<file path="config.mk">
export PLATFORM = sky130hd
export DESIGN_NAME = seven_segment_scan_driver_top
export DESIGN_NICKNAME = d
export VERILOG_FILES = /design/src/design/sssd_pkg.sv /design/src/design/seven_segment_scan_driver_top.sv /design/src/design/sssd_front.sv /design/src/design/sssd_fifo.sv /design/src/design/sssd_back.sv
export VERILOG_INCLUDE_DIRS = /design/src /design/src/design
export SDC_FILE = /design/constraint.sdc
export NUM_CORES = 1
export LEC_CHECK = 0
export BUFFER_PORTS_ARGS = -buffer_cell sky130_fd_sc_hd__buf_2
export CAP_MARGIN = 10
export CORE_MARGIN = 5
export CORE_UTILIZATION = 40
export CTS_BUF_LIST = sky130_fd_sc_hd__clkbuf_2
export CTS_CLUSTER_SIZE = 16
export DETAILED_ROUTE_END_ITERATION = 10
export PLACE_DENSITY = 0.61
export SYNTH_ARGS = -nofsm -noshare
export SYNTH_HDL_FRONTEND = slang
export SYNTH_SLANG_ARGS = --single-unit
</file>
<file path="constraint.sdc">
create_clock -name clk -period 9.6 [get_ports clk]
set_input_delay 2.88 -clock clk [delete_from_list [all_inputs] [get_ports clk]]
set_output_delay 2.88 -clock clk [all_outputs]
set_load 0.005 [all_outputs]
</file>
<file path="src/design/seven_segment_scan_driver_top_assert.svh">
// ----------------------------------------------------------------------------
// Assertion macros for the seven-segment scan driver
// Both expect clk and arst_n in the scope where they are used.
// ----------------------------------------------------------------------------
`ifndef SEVEN_SEGMENT_SCAN_DRIVER_TOP_ASSERT_SVH
`define SEVEN_SEGMENT_SCAN_DRIVER_TOP_ASSERT_SVH

// pre holds at an edge, post must hold at the same edge
`define SSSD_ASSERT_IMPLY(label, pre, post) \
	label: assert property (@(posedge clk) disable iff (!arst_n) (pre) |-> (post)) \
		else $error("sssd: implication check failed");

// pre holds at an edge, post must hold at the next edge
`define SSSD_ASSERT_NEXT(label, pre, post) \
	label: assert property (@(posedge clk) disable iff (!arst_n) (pre) |=> (post)) \
		else $error("sssd: next-cycle check failed");

`endif

</file>
<file path="src/design/sssd_pkg.sv">
// ----------------------------------------------------------------------------
// sssd_pkg
// Types, constants and the segment table shared by the scan driver modules.
// ----------------------------------------------------------------------------
`timescale 1ns / 1ps
`default_nettype none

package sssd_pkg;

	localparam int DIGIT_COUNT = 8;
	localparam int IDX_W       = (DIGIT_COUNT > 1) ? $clog2(DIGIT_COUNT) : 1;
	localparam int SUM_W       = $clog2(DIGIT_COUNT + 8);
	localparam int QUEUE_DEPTH = 2;

	localparam logic [7:0] BLANK_CODE = 8'hff;

	typedef enum logic [0:0] {
		CMD_WRITE = 1'b0,
		CMD_TICK  = 1'b1
	} cmd_t;

	typedef enum logic [1:0] {
		MODE_DEC2 = 2'd0,
		MODE_DEC3 = 2'd1,
		MODE_DEC4 = 2'd2,
		MODE_HEX  = 2'd3
	} digit_mode_t;

	// beat as accepted on the input channel
	typedef struct packed {
		cmd_t        cmd;
		logic [15:0] value;
		logic [2:0]  position;
		digit_mode_t mode;
		logic        blank;
	} sssd_item_t;

	// classified operation handed from front to back
	typedef struct packed {
		cmd_t             cmd;
		logic [2:0]       position;
		digit_mode_t      mode;
		logic             blank;
		logic [3:0][3:0]  digit;
	} sssd_op_t;

	typedef struct packed {
		logic full;
		logic not_empty;
	} sssd_qstat_t;

	// active-low segment code, bits g..a in 6..0, dp in 7
	function automatic logic [7:0] seg_code(input logic [3:0] d);
		logic [7:0] c;
		case (d)
			4'h0: c = 8'hc0;
			4'h1: c = 8'hf9;
			4'h2: c = 8'ha4;
			4'h3: c = 8'hb0;
			4'h4: c = 8'h99;
			4'h5: c = 8'h92;
			4'h6: c = 8'h82;
			4'h7: c = 8'hf8;
			4'h8: c = 8'h80;
			4'h9: c = 8'h90;
			4'ha: c = 8'h88;
			4'hb: c = 8'h83;
			4'hc: c = 8'hc6;
			4'hd: c = 8'ha1;
			4'he: c = 8'h86;
			4'hf: c = 8'h8e;
			default: c = BLANK_CODE;
		endcase
		return c;
	endfunction

endpackage

`default_nettype wire

</file>
<file path="src/design/seven_segment_scan_driver_top.sv">
// ----------------------------------------------------------------------------
// seven_segment_scan_driver_top
// Eight-digit multiplexed seven-segment driver with a write and a tick beat.
// ----------------------------------------------------------------------------
// Usage:
//   s_* carries command beats. tuser 0 writes a number into the digit buffer
//   (2, 3 or 4 decimal digits or two hex nibbles, optional leading-zero
//   blanking) and returns nothing; tuser 1 is a scan tick and returns one
//   m_* beat with the one-hot digit select and the inverted segment byte of
//   the current scan position, which then advances modulo eight.
//   Throughput: one beat per cycle while m_tready holds no stall, with a
//   four-stage digit pipeline in front and one queue entry retired per cycle
//   in the back. A tick passes s1..s4, the queue and the output register to
//   m_*; a write is visible to ticks accepted after it; all beats keep order.
//   A stalled m_tready fills the output register, then the two-entry queue,
//   then the front pipeline, and s_tready falls; a tick waiting at the head
//   of the queue holds the writes queued behind it.
//   Reset (arst_n low) blanks all digits, sets scan position zero and
//   empties pipeline and queue; no clearing pass follows.
// ----------------------------------------------------------------------------
`timescale 1ns / 1ps
`default_nettype none

`include "seven_segment_scan_driver_top_assert.svh"

module seven_segment_scan_driver_top import sssd_pkg::*; (
	input  wire logic        clk,
	input  wire logic        arst_n,
	input  wire logic        s_tvalid,
	output logic             s_tready,
	input  wire logic [23:0] s_tdata,   // value[15:0], position[18:16], digit_mode[20:19],
	                                    // blank_leading[21], zero[23:22]
	input  wire logic        s_tuser,   // cmd[0]
	output logic             m_tvalid,
	input  wire logic        m_tready,
	output logic [15:0]      m_tdata    // digit_select[7:0], segment_drive[15:8]
);

	sssd_item_t  in_item;
	logic        front_valid;
	sssd_op_t    front_op;
	sssd_op_t    fifo_head;
	sssd_qstat_t fifo_stat;
	logic        fifo_pop;
	logic [7:0]  digit_select, segment_drive;

	always_comb begin
		in_item.cmd      = cmd_t'(s_tuser);
		in_item.value    = s_tdata[15:0];
		in_item.position = s_tdata[18:16];
		in_item.mode     = digit_mode_t'(s_tdata[20:19]);
		in_item.blank    = s_tdata[21];
	end

	sssd_front u_front (
		.clk        (clk),
		.arst_n     (arst_n),
		.in_valid   (s_tvalid),
		.in_ready   (s_tready),
		.in_item    (in_item),
		.queue_full (fifo_stat.full),
		.out_valid  (front_valid),
		.out_op     (front_op)
	);

	sssd_fifo u_fifo (
		.clk     (clk),
		.arst_n  (arst_n),
		.push    (front_valid),
		.push_op (front_op),
		.pop     (fifo_pop),
		.head    (fifo_head),
		.stat    (fifo_stat)
	);

	sssd_back u_back (
		.clk           (clk),
		.arst_n        (arst_n),
		.head          (fifo_head),
		.head_valid    (fifo_stat.not_empty),
		.pop           (fifo_pop),
		.out_valid     (m_tvalid),
		.out_ready     (m_tready),
		.digit_select  (digit_select),
		.segment_drive (segment_drive)
	);

	assign m_tdata = {segment_drive, digit_select};

	// a tick only leaves the queue into a free or draining output slot
	`SSSD_ASSERT_IMPLY(a_tick_slot_free, fifo_pop && (fifo_head.cmd == CMD_TICK), !m_tvalid || m_tready)
	// a retired tick is on the output in the next cycle
	`SSSD_ASSERT_NEXT(a_tick_shown, fifo_pop && (fifo_head.cmd == CMD_TICK), m_tvalid)
	// input back-pressure comes only from a full queue
	`SSSD_ASSERT_IMPLY(a_stall_cause, !s_tready, fifo_stat.full)
	// at most one digit selected
	`SSSD_ASSERT_IMPLY(a_select_onehot, m_tvalid, $onehot0(m_tdata[7:0]))

endmodule

`default_nettype wire

</file>
<file path="src/design/sssd_front.sv">
// ----------------------------------------------------------------------------
// sssd_front
// Accepts beats and splits the value into four decimal digits over a short
// pipeline, one reciprocal multiply per stage, or takes two hex nibbles.
// ----------------------------------------------------------------------------
`timescale 1ns / 1ps
`default_nettype none

module sssd_front import sssd_pkg::*; (
	input  wire logic        clk,
	input  wire logic        arst_n,
	input  wire logic        in_valid,
	output logic             in_ready,
	input  wire sssd_item_t  in_item,
	input  wire logic        queue_full,
	output logic             out_valid,
	output sssd_op_t         out_op
);

	logic        adv;
	logic        v_s1, v_s2, v_s3, v_s4;
	sssd_item_t  item_s1, item_s2, item_s3, item_s4;
	logic [12:0] q1_s2;
	logic [9:0]  q2_s3;
	logic [6:0]  q3_s4;
	logic [3:0]  d0_s2, d0_s3, d0_s4;
	logic [3:0]  d1_s3, d1_s4;
	logic [3:0]  d2_s4;

	logic [32:0] p1;
	logic [12:0] q1;
	logic [15:0] r0;
	logic [28:0] p2;
	logic [9:0]  q2;
	logic [12:0] r1;
	logic [17:0] p3;
	logic [6:0]  q3;
	logic [9:0]  r2;
	logic [14:0] p4;
	logic [3:0]  q4;
	logic [6:0]  r3;

	// hold the whole pipeline while the last stage cannot enter the queue
	assign adv      = !(v_s4 && queue_full);
	assign in_ready = adv;

	// x / 10 exact for 16-bit x
	assign p1 = {17'b0, item_s1.value} * 33'd52429;
	assign q1 = p1[31:19];
	assign r0 = item_s1.value - (({3'b0, q1} << 3) + ({3'b0, q1} << 1));

	assign p2 = {16'b0, q1_s2} * 29'd52429;
	assign q2 = p2[28:19];
	assign r1 = q1_s2 - (({3'b0, q2} << 3) + ({3'b0, q2} << 1));

	// small quotients: x * 205 >> 11 is exact below 1029
	assign p3 = {8'b0, q2_s3} * 18'd205;
	assign q3 = p3[17:11];
	assign r2 = q2_s3 - (({3'b0, q3} << 3) + ({3'b0, q3} << 1));

	assign p4 = {8'b0, q3_s4} * 15'd205;
	assign q4 = p4[14:11];
	assign r3 = q3_s4 - (({3'b0, q4} << 3) + ({3'b0, q4} << 1));

	always_ff @(posedge clk or negedge arst_n) begin
		if (!arst_n) begin
			v_s1 <= 1'b0;
			v_s2 <= 1'b0;
			v_s3 <= 1'b0;
			v_s4 <= 1'b0;
		end else if (adv) begin
			v_s1 <= in_valid;
			v_s2 <= v_s1;
			v_s3 <= v_s2;
			v_s4 <= v_s3;
		end
	end

	always_ff @(posedge clk) begin
		if (adv) begin
			item_s1 <= in_item;
			item_s2 <= item_s1;
			q1_s2   <= q1;
			d0_s2   <= r0[3:0];
			item_s3 <= item_s2;
			q2_s3   <= q2;
			d0_s3   <= d0_s2;
			d1_s3   <= r1[3:0];
			item_s4 <= item_s3;
			q3_s4   <= q3;
			d0_s4   <= d0_s3;
			d1_s4   <= d1_s3;
			d2_s4   <= r2[3:0];
		end
	end

	always_comb begin
		out_op.cmd      = item_s4.cmd;
		out_op.position = item_s4.position;
		out_op.mode     = item_s4.mode;
		out_op.blank    = item_s4.blank;
		if (item_s4.mode == MODE_HEX) begin
			out_op.digit[0] = item_s4.value[3:0];
			out_op.digit[1] = item_s4.value[7:4];
			out_op.digit[2] = 4'd0;
			out_op.digit[3] = 4'd0;
		end else begin
			out_op.digit[0] = d0_s4;
			out_op.digit[1] = d1_s4;
			out_op.digit[2] = d2_s4;
			out_op.digit[3] = r3[3:0];
		end
	end

	assign out_valid = v_s4;

endmodule

`default_nettype wire

</file>
<file path="src/design/sssd_fifo.sv">
// ----------------------------------------------------------------------------
// sssd_fifo
// Short queue of classified operations between front and back.
// ----------------------------------------------------------------------------
`timescale 1ns / 1ps
`default_nettype none

module sssd_fifo import sssd_pkg::*; (
	input  wire logic      clk,
	input  wire logic      arst_n,
	input  wire logic      push,
	input  wire sssd_op_t  push_op,
	input  wire logic      pop,
	output sssd_op_t       head,
	output sssd_qstat_t    stat
);

	localparam int PTR_W = (QUEUE_DEPTH > 1) ? $clog2(QUEUE_DEPTH) : 1;
	localparam int CNT_W = $clog2(QUEUE_DEPTH + 1);

	sssd_op_t         mem_q [QUEUE_DEPTH];
	logic [PTR_W-1:0] wr_ptr_q, rd_ptr_q;
	logic [CNT_W-1:0] count_q;
	logic             do_push, do_pop;

	assign stat.full      = (count_q == CNT_W'(QUEUE_DEPTH));
	assign stat.not_empty = (count_q != '0);
	assign do_push        = push && !stat.full;
	assign do_pop         = pop && stat.not_empty;
	assign head           = mem_q[rd_ptr_q];

	always_ff @(posedge clk or negedge arst_n) begin
		if (!arst_n) begin
			wr_ptr_q <= '0;
			rd_ptr_q <= '0;
			count_q  <= '0;
		end else begin
			if (do_push) begin
				wr_ptr_q <= (wr_ptr_q == PTR_W'(QUEUE_DEPTH - 1)) ? '0 : wr_ptr_q + 1'b1;
			end
			if (do_pop) begin
				rd_ptr_q <= (rd_ptr_q == PTR_W'(QUEUE_DEPTH - 1)) ? '0 : rd_ptr_q + 1'b1;
			end
			if (do_push && !do_pop) begin
				count_q <= count_q + 1'b1;
			end else if (do_pop && !do_push) begin
				count_q <= count_q - 1'b1;
			end
		end
	end

	always_ff @(posedge clk) begin
		if (do_push) begin
			mem_q[wr_ptr_q] <= push_op;
		end
	end

endmodule

`default_nettype wire

</file>
<file path="src/design/sssd_back.sv">
// ----------------------------------------------------------------------------
// sssd_back
// Digit buffer, scan counter and output register: writes store segment
// codes, ticks read the current digit into the output register.
// ----------------------------------------------------------------------------
`timescale 1ns / 1ps
`default_nettype none

module sssd_back import sssd_pkg::*; (
	input  wire logic      clk,
	input  wire logic      arst_n,
	input  wire sssd_op_t  head,
	input  wire logic      head_valid,
	output logic           pop,
	output logic           out_valid,
	input  wire logic      out_ready,
	output logic [7:0]     digit_select,
	output logic [7:0]     segment_drive
);

	logic [7:0]       codes_q [DIGIT_COUNT];
	logic [IDX_W-1:0] scan_q;
	logic             out_valid_q;
	logic [7:0]       select_q, segment_q;

	logic             do_write, do_tick;
	logic [2:0]       n_digits;
	logic [3:0]       blanked;
	logic [3:0]       wr_en;
	logic [SUM_W-1:0] wr_addr [4];
	logic [7:0]       wr_code [4];
	logic             all_zero;

	assign do_write = head_valid && (head.cmd == CMD_WRITE);
	assign do_tick  = head_valid && (head.cmd == CMD_TICK) && (!out_valid_q || out_ready);
	assign pop      = do_write || do_tick;

	always_comb begin
		n_digits = (head.mode == MODE_HEX) ? 3'd2 : {1'b0, head.mode} + 3'd2;
		// blank zeros from the top digit down, never the lowest digit
		all_zero = 1'b1;
		blanked  = '0;
		for (int i = 3; i >= 1; i--) begin
			if (3'(i) < n_digits) begin
				all_zero   = all_zero && (head.digit[i] == 4'd0);
				blanked[i] = head.blank && all_zero;
			end
		end
		for (int i = 0; i < 4; i++) begin
			wr_addr[i] = SUM_W'(head.position) + SUM_W'(i);
			wr_en[i]   = do_write && (3'(i) < n_digits) &&
			             (wr_addr[i] < SUM_W'(DIGIT_COUNT));
			wr_code[i] = blanked[i] ? BLANK_CODE : seg_code(head.digit[i]);
		end
	end

	always_ff @(posedge clk or negedge arst_n) begin
		if (!arst_n) begin
			for (int j = 0; j < DIGIT_COUNT; j++) begin
				codes_q[j] <= BLANK_CODE;
			end
		end else begin
			for (int j = 0; j < DIGIT_COUNT; j++) begin
				for (int i = 0; i < 4; i++) begin
					if (wr_en[i] && (wr_addr[i] == SUM_W'(j))) begin
						codes_q[j] <= wr_code[i];
					end
				end
			end
		end
	end

	always_ff @(posedge clk or negedge arst_n) begin
		if (!arst_n) begin
			scan_q      <= '0;
			out_valid_q <= 1'b0;
		end else begin
			if (do_tick) begin
				scan_q      <= (scan_q == IDX_W'(DIGIT_COUNT - 1)) ? '0 : scan_q + 1'b1;
				out_valid_q <= 1'b1;
			end else if (out_ready) begin
				out_valid_q <= 1'b0;
			end
		end
	end

	always_ff @(posedge clk) begin
		if (do_tick) begin
			select_q  <= (SUM_W'(scan_q) < SUM_W'(8)) ? (8'h80 >> scan_q) : 8'h00;
			segment_q <= ~codes_q[scan_q];
		end
	end

	assign out_valid     = out_valid_q;
	assign digit_select  = select_q;
	assign segment_drive = segment_q;

endmodule

`default_nettype wire
</file>
==> reports/results.md, run 1 <==
| Metric | This run | Unit |
|:---|:---|:---|
| Status | finished clean | - |
| Final worst path period need | 6.862 | ns |
| Final setup violating endpoints | 0 | - |
| Total wirelength of the detailed-routed design | 50.87 | mm |
| Gpl congestion | 0.9176 | - |
| Setup_tns | 0 | ns |
| Startpoint of the worst setup timing path | u_front.item_s1[9] | - |
| Mean cell area of the mapped netlist | 11.07 | um2 |
| Number of primary I/O pins | 47 | - |
| Dominant cell by count in the synthesized netlist | inv_1 | - |
| Antenna violations before repair | 3 | - |
| TritonCTS clock tree | yes | - |
| CTS H-tree lvls | 3 | - |
| Total count of hold-check failures in the final report | 0 | - |
| Capturing element type of the critical path | flop | - |
| Share of synthesized area occupied by flip-flops and latches | 33.22 | % |
| Number of global-route vias before repair | 15.92k | - |
| Setup skew after layout | 0.1624 | ns |
| Setup repair bufs after CTS | 0 | - |
| Worst flop-to-flop path startpoint | u_front.item_s1[9] | - |
| Worst min-delay path class | reg2reg | - |
| Total routing usage reported by global routing | 17.23 | % |
| Dpl cells | 2697 | - |
| Count of unresolved DRC violations after routing | 0 | - |
| Worst Tran Pin Value | 1.221 | ns |
| Share of the synthesized area in the top cell type | 25.12 | % |
| Initial detailed-routing violation count | 776 | - |
| Via count | 15.06k | - |
| Net count after synthesis | 2503 | - |
| Final cell count without fillers | 2833 | - |
| Height of the chip | 243.9 | um |
| First-pass GRT wire length | 83.01 | mm |
| Endpoint of the worst register-to-register path | u_front.d0_s2[3] | - |
| HPWL after DPL | 39.13 | mm |
| Wirelength per Cell | 17.96 | um |
| Clock transition at the register clock pins on the worst setup and hold paths after CTS | 0.10 | ns |
| Maximum number of pins on one net before global-route repair | 127 | - |
| Antenna-violating nets left | 0 | - |
| Final cycle utilization of the critical path | 71.48 | % |
| Starting density of the core | 40.49 | % |
| Unrepaired setup endpoints after global routing | false | - |
| Fraction of registers with async set or reset after synthesis | 27.09 | % |
| Slew HR | 18.27 | % |
| Count of unique library cells instantiated by Yosys | 82 | - |
| Vias per inst | 5.315 | - |
| Area contributors post-synth | edfxtp_1 25%, ha_1 20%, fa_1 14%, dfstp_2 6.7%, inv_1 6.4% | - |
| Data required, critical path | 10.27 | ns |
| Clock root cell | clkbuf_2 | - |
| Number of rows created at floorplan | 85 | - |
| Insertion delay to the later sink of the worst-skew pair | 1.07 | ns |
| Crit-path max FO | 7 | - |
| Die area | 59470 | um2 |
| Core region area | 54030 | um2 |
| Worst setup endpoint | u_front.d0_s2[3] | - |
| EDFF count, synth | 183 | - |
| Synthesis-to-finish area growth | 8.019 | % |
| Synth warn | 0 | - |
| Fraction of final layout cells with drive strength greater than 1 | 14.10 | % |
| Register-to-register setup slack | 2.74 | ns |
| GRT Residual Overflow | 0 | - |
| Path type of the worst setup path | reg2reg | - |
| Most common library cells after synthesis | 375 x inv_1, 344 x ha_1, 183 x edfxtp_1 | - |
| Count of cells along the worst register-to-register path | 21 | - |
| Flop and latch count out of synthesis | 251 | - |
| Highest clock frequency the design can meet | 0.1457 | GHz |
| Maximum clock path buffer count | 3 | - |
| Nets | 2602 | - |
| Arrival @ worst endpoint | 7.53 | ns |
| Number of search-and-repair iterations in the first detailed-routing pass | 6 | - |
| Cell type with the largest total area after synthesis | edfxtp_1 | - |
| Max capacitance violation total | 0 | - |
| Final slew viol count | 0 | - |
| Die X-Extent | 243.9 | um |
| TritonCTS buffer count | 73 | - |
| Hold-fix buffer count after cts | 0 | - |
| Ys flop type | edfxtp_1 | - |
| Number of gates resized after cts | 0 | - |
| Mapped Area | 21880 | um2 |
| Buffers added on ports | 43 | - |
| Gate Count Post-Synth | 1977 | - |
| Clock sink count | 251 | - |
| CP startpoint kind | flop | - |
==> cells by family (layout without fill, tap and decap cells) <==
| family | Yosys count | count (layout) | share of synthesized area [%] |
|---|---|---|---|
| fa+ha+maj | 497 | 497 | 33.68 |
| buf+inv | 403 | 560 | 7.069 |
| simple gates | 326 | 326 | 7.047 |
| compound gates | 321 | 321 | 10.04 |
| flops | 251 | 251 | 33.22 |
| mux | 114 | 114 | 6.303 |
| xor+xnor | 64 | 64 | 2.625 |
| other cells | 1 | 4 | 0.01714 |
==> how the worst min path moves through the flow <==
stage | startpoint | cells after the start | endpoint | slack, ns
after floorplan | u_front.d0_s2[0] | 0 | u_front.d0_s3[0] | 0.40
after global placement | u_front.d0_s3[3] | 0 | u_front.d0_s4[3] | 0.40
after detailed placement | u_front.item_s2[1] | 0 | u_front.item_s3[1] | 0.40
after CTS | u_front.item_s1[22] | 0 | u_front.item_s2[22] | 0.32
after global routing | u_front.item_s1[22] | 0 | u_front.item_s2[22] | 0.35
final | u_front.item_s1[4] | 0 | u_front.item_s2[4] | 0.34
==> metrics by stage <==
step                hold slack (ns)  utilization [%]  cell area (um2)  setup WS [ns]
CTS                          0.3230            43.72            23620          2.721
floorplan                    0.4003                -            21880          3.142
detailed placement           0.4045            42.41            22910          2.810
finish                       0.3372            43.74            23630          2.738
global route                 0.3543            43.74            23630          2.278
global placement             0.4019            42.41            22910          2.845
==> per-layer routing <==
| metal | vias up | part of all wire [%] | routed length [um] | GRT usage, % |
|---|---|---|---|---|
| li1 | 7160 | - | - | - |
| met5 | - | 0 | 0 | 0 |
| met1 | 7413 | 43 | 21820 | 21.91 |
| met4 | 0 | 3.2 | 1642 | 6.439 |
| met3 | 113 | 4.8 | 2456 | 3.310 |
| met2 | 372 | 49 | 24950 | 29.32 |
==> sequential cells by signal (all words and copies together) (netlist names), 7 cells and up <==
| register | flops |
|---|---|
| u_front.q1_s2 | 13 |
| u_back.segment_drive | 7 |
| u_back.codes_q | 56 |
| u_front.item_s3 | 15 |
| u_front.q2_s3 | 10 |
| u_back.digit_select | 8 |
| u_front.q3_s4 | 7 |
| u_fifo.mem_q | 46 |
| u_front.out_op | 7 |
| u_front.item_s2 | 15 |
| u_front.item_s1 | 23 |
| u_front.item_s4 | 8 |
==> critical path, stage by stage, from the launching register on <==
cell	delay, ns
edfxtp_1	0.64
ha_1	0.46
inv_1	0.08
fa_1	0.53
inv_1	0.05
fa_1	0.51
fa_1	0.52
fa_1	0.54
inv_1	0.05
fa_1	0.53
inv_1	0.04
ha_1	0.29
nand4_1	0.17
a2111oi_0	0.39
o21ai_0	0.27
a31oi_1	0.60
nor2_1	0.15
ha_1	0.35
nand2_1	0.07
nand2_1	0.06
xnor2_1	0.15
xnor2_1	0.12
==> final cells by class <==
cell class	count	area, um2
Fill cell	5096	30400
Multi-Input combinational cell	1323	13080
Sequential cell	251	7268
Inverter	376	1411
Tap cell	696	870.8
Clock buffer	108	540.5
Timing Repair Buffer	51	287.8
Clock inverter	25	168.9
Antenna cell	3	7.507
==> cell usage in the layout (no fill, tap or decap), types with 8 or more instances in the layout <==
master    count
xor2_1       19
nand4_1       9
a211oi_1     24
clkinv_1     13
mux2_2       27
buf_2        43
a21oi_1      69
nand2_1      90
o21ai_1      16
o22ai_1      46
xnor2_1      44
or3_1         8
nand2b_1     15
clkbuf_2    108
and2_1       15
a221oi_1     15
nor2_1       98
mux2i_1      70
and3_1        8
o221ai_1      8
nand3_1      18
edfxtp_1    183
nor3_1       24
ha_1        344
o21ai_0      38
o211ai_1     15
fa_1        153
mux4_2       15
inv_1       375
dfstp_2      56
nor2b_1      14
dfrtp_1      11
a21o_1       16
Power of run 1 is left out: the tool's default activity adds up to more than one toggle a clock period on the data nets, which glitch-free logic cannot reach.
==> run 2: changes to the inputs <==
--- a/config.mk
+++ b/config.mk
@@ -6,6 +6,7 @@
 export SDC_FILE = /design/constraint.sdc
 export NUM_CORES = 1
 export LEC_CHECK = 0
+export ABC_AREA = 1
 export BUFFER_PORTS_ARGS = -buffer_cell sky130_fd_sc_hd__buf_2
 export CAP_MARGIN = 10
 export CORE_MARGIN = 5
==> constraint.sdc (replaced) <==
create_clock -name clk -period 7.2 [get_ports clk]
set_input_delay 2.16 -clock clk [delete_from_list [all_inputs] [get_ports clk]]
set_output_delay 2.16 -clock clk [all_outputs]
set_load 0.005 [all_outputs]
==> run 2 against run 1 <==
Against the previous run: hold slack better by 0.051 ns; count of clock-buffer cells in the layout down 17; utilization down 0.20 points; fmax up 11%; via count up 22%; non-clock buffer count down 2; register-to-register slack worse by 1.7 ns; sequential share of layout area down 2.5 points; worst setup slack worse by 1.7 ns; wire length up 12%; area after synthesis up 9.0%; first-iteration DRC count up 22%; largest cell class unchanged.
==> reports/results.md, run 2 <==
| Metric | This run | Unit | vs previous |
|:---|:---|:---|:---|
| First-pass GRT wire length | 92.54 | mm | +11% |
| Net count after synthesis | 3295 | - | +32% |
| HPWL after DPL | 45.15 | mm | +15% |
| Data required, critical path | 7.95 | ns | -2.32 ns |
| Slew HR | 24.99 | % | +6.7 points |
| Share of the synthesized area in the top cell type | 23.04 | % | -2.1 points |
| Final cycle utilization of the critical path | 85.48 | % | +14 points |
| Setup repair bufs after CTS | 0 | - | unchanged |
| Total wirelength of the detailed-routed design | 56.82 | mm | +12% |
| Die X-Extent | 254.2 | um | +4.2% |
| Number of global-route vias before repair | 18.37k | - | +15% |
| Main combinational cell family by area after synthesis | adder cells | - |  |
| Crit-path max FO | 7 | - | unchanged |
| Maximum number of pins on one net before global-route repair | 69 | - | -46% |
| Ys flop type | edfxtp_1 | - |  |
| Final worst path period need | 6.154 | ns | -0.7076 ns |
| GRT Residual Overflow | 0 | - | unchanged |
| Share of synthesized area occupied by flip-flops and latches | 30.47 | % | -2.8 points |
| Number of gates resized after cts | 0 | - | unchanged |
| Flop and latch count out of synthesis | 251 | - | unchanged |
| Footprint of the multi-input gates | 14170 | um2 | +8.4% |
| Leading cell type in the layout, fill and taps excluded | inv_1 | - |  |
| Antenna-violating nets left | 0 | - | unchanged |
| EDFF count, synth | 183 | - | unchanged |
| Highest clock frequency the design can meet | 0.1625 | GHz | +11% |
| Vias per inst | 4.974 | - | -6.4% |
| Number of primary I/O pins | 47 | - | unchanged |
| Most common library cells after synthesis | 572 x inv_1, 513 x nand2_1, 344 x ha_1 | - |  |
| Share of the synthesized netlist area taken by xor and xnor gates | 1.946 | % | -0.68 points |
| Share of synthesized area spent on multiplexers | 0.04196 | % | -6.3 points |
| Hold-fix buffer count after cts | 0 | - | unchanged |
| Fraction of final layout cells with drive strength greater than 1 | 10.74 | % | -3.4 points |
| Status | finished clean | - |  |
| Fraction of the mapped netlist area in simple logic gates | 16.75 | % | +9.7 points |
| Count of unique library cells instantiated by Yosys | 59 | - | -28% |
| Synthesis-to-finish area growth | 7.732 | % |  |
| Synth warn | 0 | - | unchanged |
| Starting density of the core | 40.42 | % | -0.075 points |
| Largest regs | u_back.codes_q x56, u_fifo.mem_q x46, u_front.item_s1 x23 | - |  |
| Highest cell delay on the worst timing path | 0.59 | ns | -0.05 ns |
| Via count | 18.35k | - | +22% |
| TritonCTS buffer count | 72 | - | -1.4% |
| Insertion delay to the later sink of the worst-skew pair | 1.04 | ns | -0.03 ns |
| Cell occurring most often along the worst timing path | inv_1 | - |  |
| Dominant cell by count in the synthesized netlist | inv_1 | - |  |
| Mapped Area | 23850 | um2 | +9.0% |
| Fraction of registers with async set or reset after synthesis | 27.09 | % | unchanged |
| Nets | 3386 | - | +30% |
| Buffers added on ports | 43 | - | unchanged |
| Setup_tns | 0 | ns | unchanged |
| Core region area | 59020 | um2 | +9.2% |
| Clock transition at the register clock pins on the worst setup and hold paths after CTS | 0.10 | ns | about the same |
| Max capacitance violation total | 0 | - | unchanged |
| Capturing element type of the critical path | flop | - |  |
| Total routing usage reported by global routing | 17.71 | % | +0.48 points |
| Maximum clock path buffer count | 3 | - | unchanged |
| Antenna violations before repair | 3 | - | unchanged |
| Path type of the worst setup path | reg2reg | - |  |
| Number of search-and-repair iterations in the first detailed-routing pass | 6 | - | unchanged |
| Count of unresolved DRC violations after routing | 0 | - | unchanged |
| Initial detailed-routing violation count | 946 | - | +22% |
| Cell type with the largest total area after synthesis | edfxtp_1 | - |  |
| Clock sink count | 251 | - | unchanged |
| CTS H-tree lvls | 3 | - | unchanged |
| Clock root cell | clkbuf_2 | - |  |
| Max FFs per register | 56 | - | unchanged |
| Height of the chip | 254.2 | um | +4.2% |
| Gate Count Post-Synth | 2769 | - | +40% |
| Worst min-delay path class | reg2reg | - |  |
| Fraction of the mapped netlist area in adder cells | 30.89 | % | -2.8 points |
| Arrival @ worst endpoint | 6.91 | ns | -0.62 ns |
| Master of the slowest instance on the critical path | edfxtp_1 | - |  |
| Area contributors post-synth | edfxtp_1 23%, ha_1 18%, fa_1 13%, inv_1 9.0%, nand2_1 8.1% | - |  |
| Worst hold path depth | 0 | - | unchanged |
| Final slew viol count | 0 | - | unchanged |
| Top library cells by usage in the layout, fill and taps aside | 572 x inv_1, 513 x nand2_1, 344 x ha_1, 221 x a21oi_1, 218 x nor2_1 | - |  |
| Cells traversed along the worst timing path | ha_1, inv_1, fa_1, inv_1, fa_1, fa_1, fa_1, inv_1, fa_1, inv_1, ha_1, a21oi_1, o21a_1, o21ai_0, a21o_1, xnor2_1, inv_1, ha_1, xnor2_1, nand3_1, nand2_1, nand2_1, nand2_1, inv_1 | - |  |
| Share of the synthesized area in compound gates (AO/OA/AOI/OAI) | 9.694 | % | -0.35 points |
| Final setup violating endpoints | 0 | - | unchanged |
| Wirelength per Cell | 15.40 | um | -14% |
| TritonCTS clock tree | yes | - |  |
| Largest reg by FF count | u_back.codes_q | - |  |
| Unrepaired setup endpoints after global routing | false | - |  |
| Total count of hold-check failures in the final report | 0 | - | unchanged |
| Worst Tran Pin Value | 1.125 | ns | -0.09540 ns |
| CP startpoint kind | flop | - |  |
| Die area | 64620 | um2 | +8.7% |
| Mean cell area of the mapped netlist | 8.614 | um2 | -22% |
| Number of rows created at floorplan | 89 | - | +4.7% |
| Count of cells along the worst register-to-register path | 24 | - | +14% |
| Setup skew after layout | 0.1305 | ns | -0.03185 ns |
| Gpl congestion | 0.9222 | - | +0.50% |
| Register area | 7267 | um2 | about the same |
| Count of filler cells inserted in the layout | 5877 | - | +15% |
run 2: cell types whose count changed after synthesis, sizes merged, moves of 22 or more:
cell	previous run	this run
o21ai	54	146
inv	376	592
nor2	102	235
nand2	91	540
a211oi	24	2
a21oi	70	224
xnor2	44	22
o22ai	46	2
mux2i	72	1
nand3	18	104
mux2	27	0
run 2: worst paths after layout:
path / startpoint / endpoint / slack [ns]
worst min register to register: u_front.out_op[16] / u_fifo.mem_q[1][16] / 0.39
worst max-delay path: u_front.item_s1[9] / u_front.d0_s2[3] / 1.05
max in group asynchronous: arst_n / u_fifo.rd_ptr_q / 5.25
min in group asynchronous: arst_n / u_back.scan_q[2] / 1.34
worst min-delay path: u_front.out_op[16] / u_fifo.mem_q[1][16] / 0.39
worst max register to register: u_front.item_s1[9] / u_front.d0_s2[3] / 1.05
run 2: per-stage QoR:
| stage | cells | utilization (%) | instance area (um2) | hold WS [ns] | setup WS [ns] |
|---|---|---|---|---|---|
| floorplan | 2769 | - | 23850 | 0.4003 | 1.571 |
| global placement | 3559 | 42.18 | 24890 | 0.4008 | 1.086 |
| detailed placement | 3559 | 42.18 | 24890 | 0.4045 | 1.066 |
| CTS | 3686 | 43.53 | 25690 | 0.3616 | 1.028 |
| global route | 3688 | 43.54 | 25690 | 0.3747 | 0.7033 |
| finish | 3689 | 43.54 | 25700 | 0.3880 | 1.046 |
run 2: cell type report:
class                      instances  area share, %
multi-input combinational       1894          55.14
sequential                       251          28.28
antenna                            3        0.02921
inverter                         592          8.677
clock buffer                      91          1.772
tap                              773          3.764
timing repair buffer              49          1.013
clock inverter                    36          1.324
run 2: cells by family after synthesis:
family	after synthesis
buffers and inverters	624
other	1
muxes	1
AOI/OAI and AO/OA	420
xor gates and xnor gates	53
DFF	251
adders and majority gates	497
and+or+nand+nor	922
run 2: per-layer routing:
metal	up-vias	GRT usage (%)	wire, um
met5	-	0	0
met4	0	6.306	1750
met3	129	3.274	2906
met2	466	29.93	27280
met1	8648	22.94	24890
li1	9106	-	-
run 2: critical path, delay by kind of cell, from the launching register on:
family | cells | cell delay, ns
simple gates | 4 | 0.32
buf+inv | 6 | 0.38
xor+xnor | 2 | 0.38
flops | 1 | 0.59
fa+ha+maj | 8 | 3.64
compound gates | 4 | 0.61
Power of run 2 is left out for the same reason.
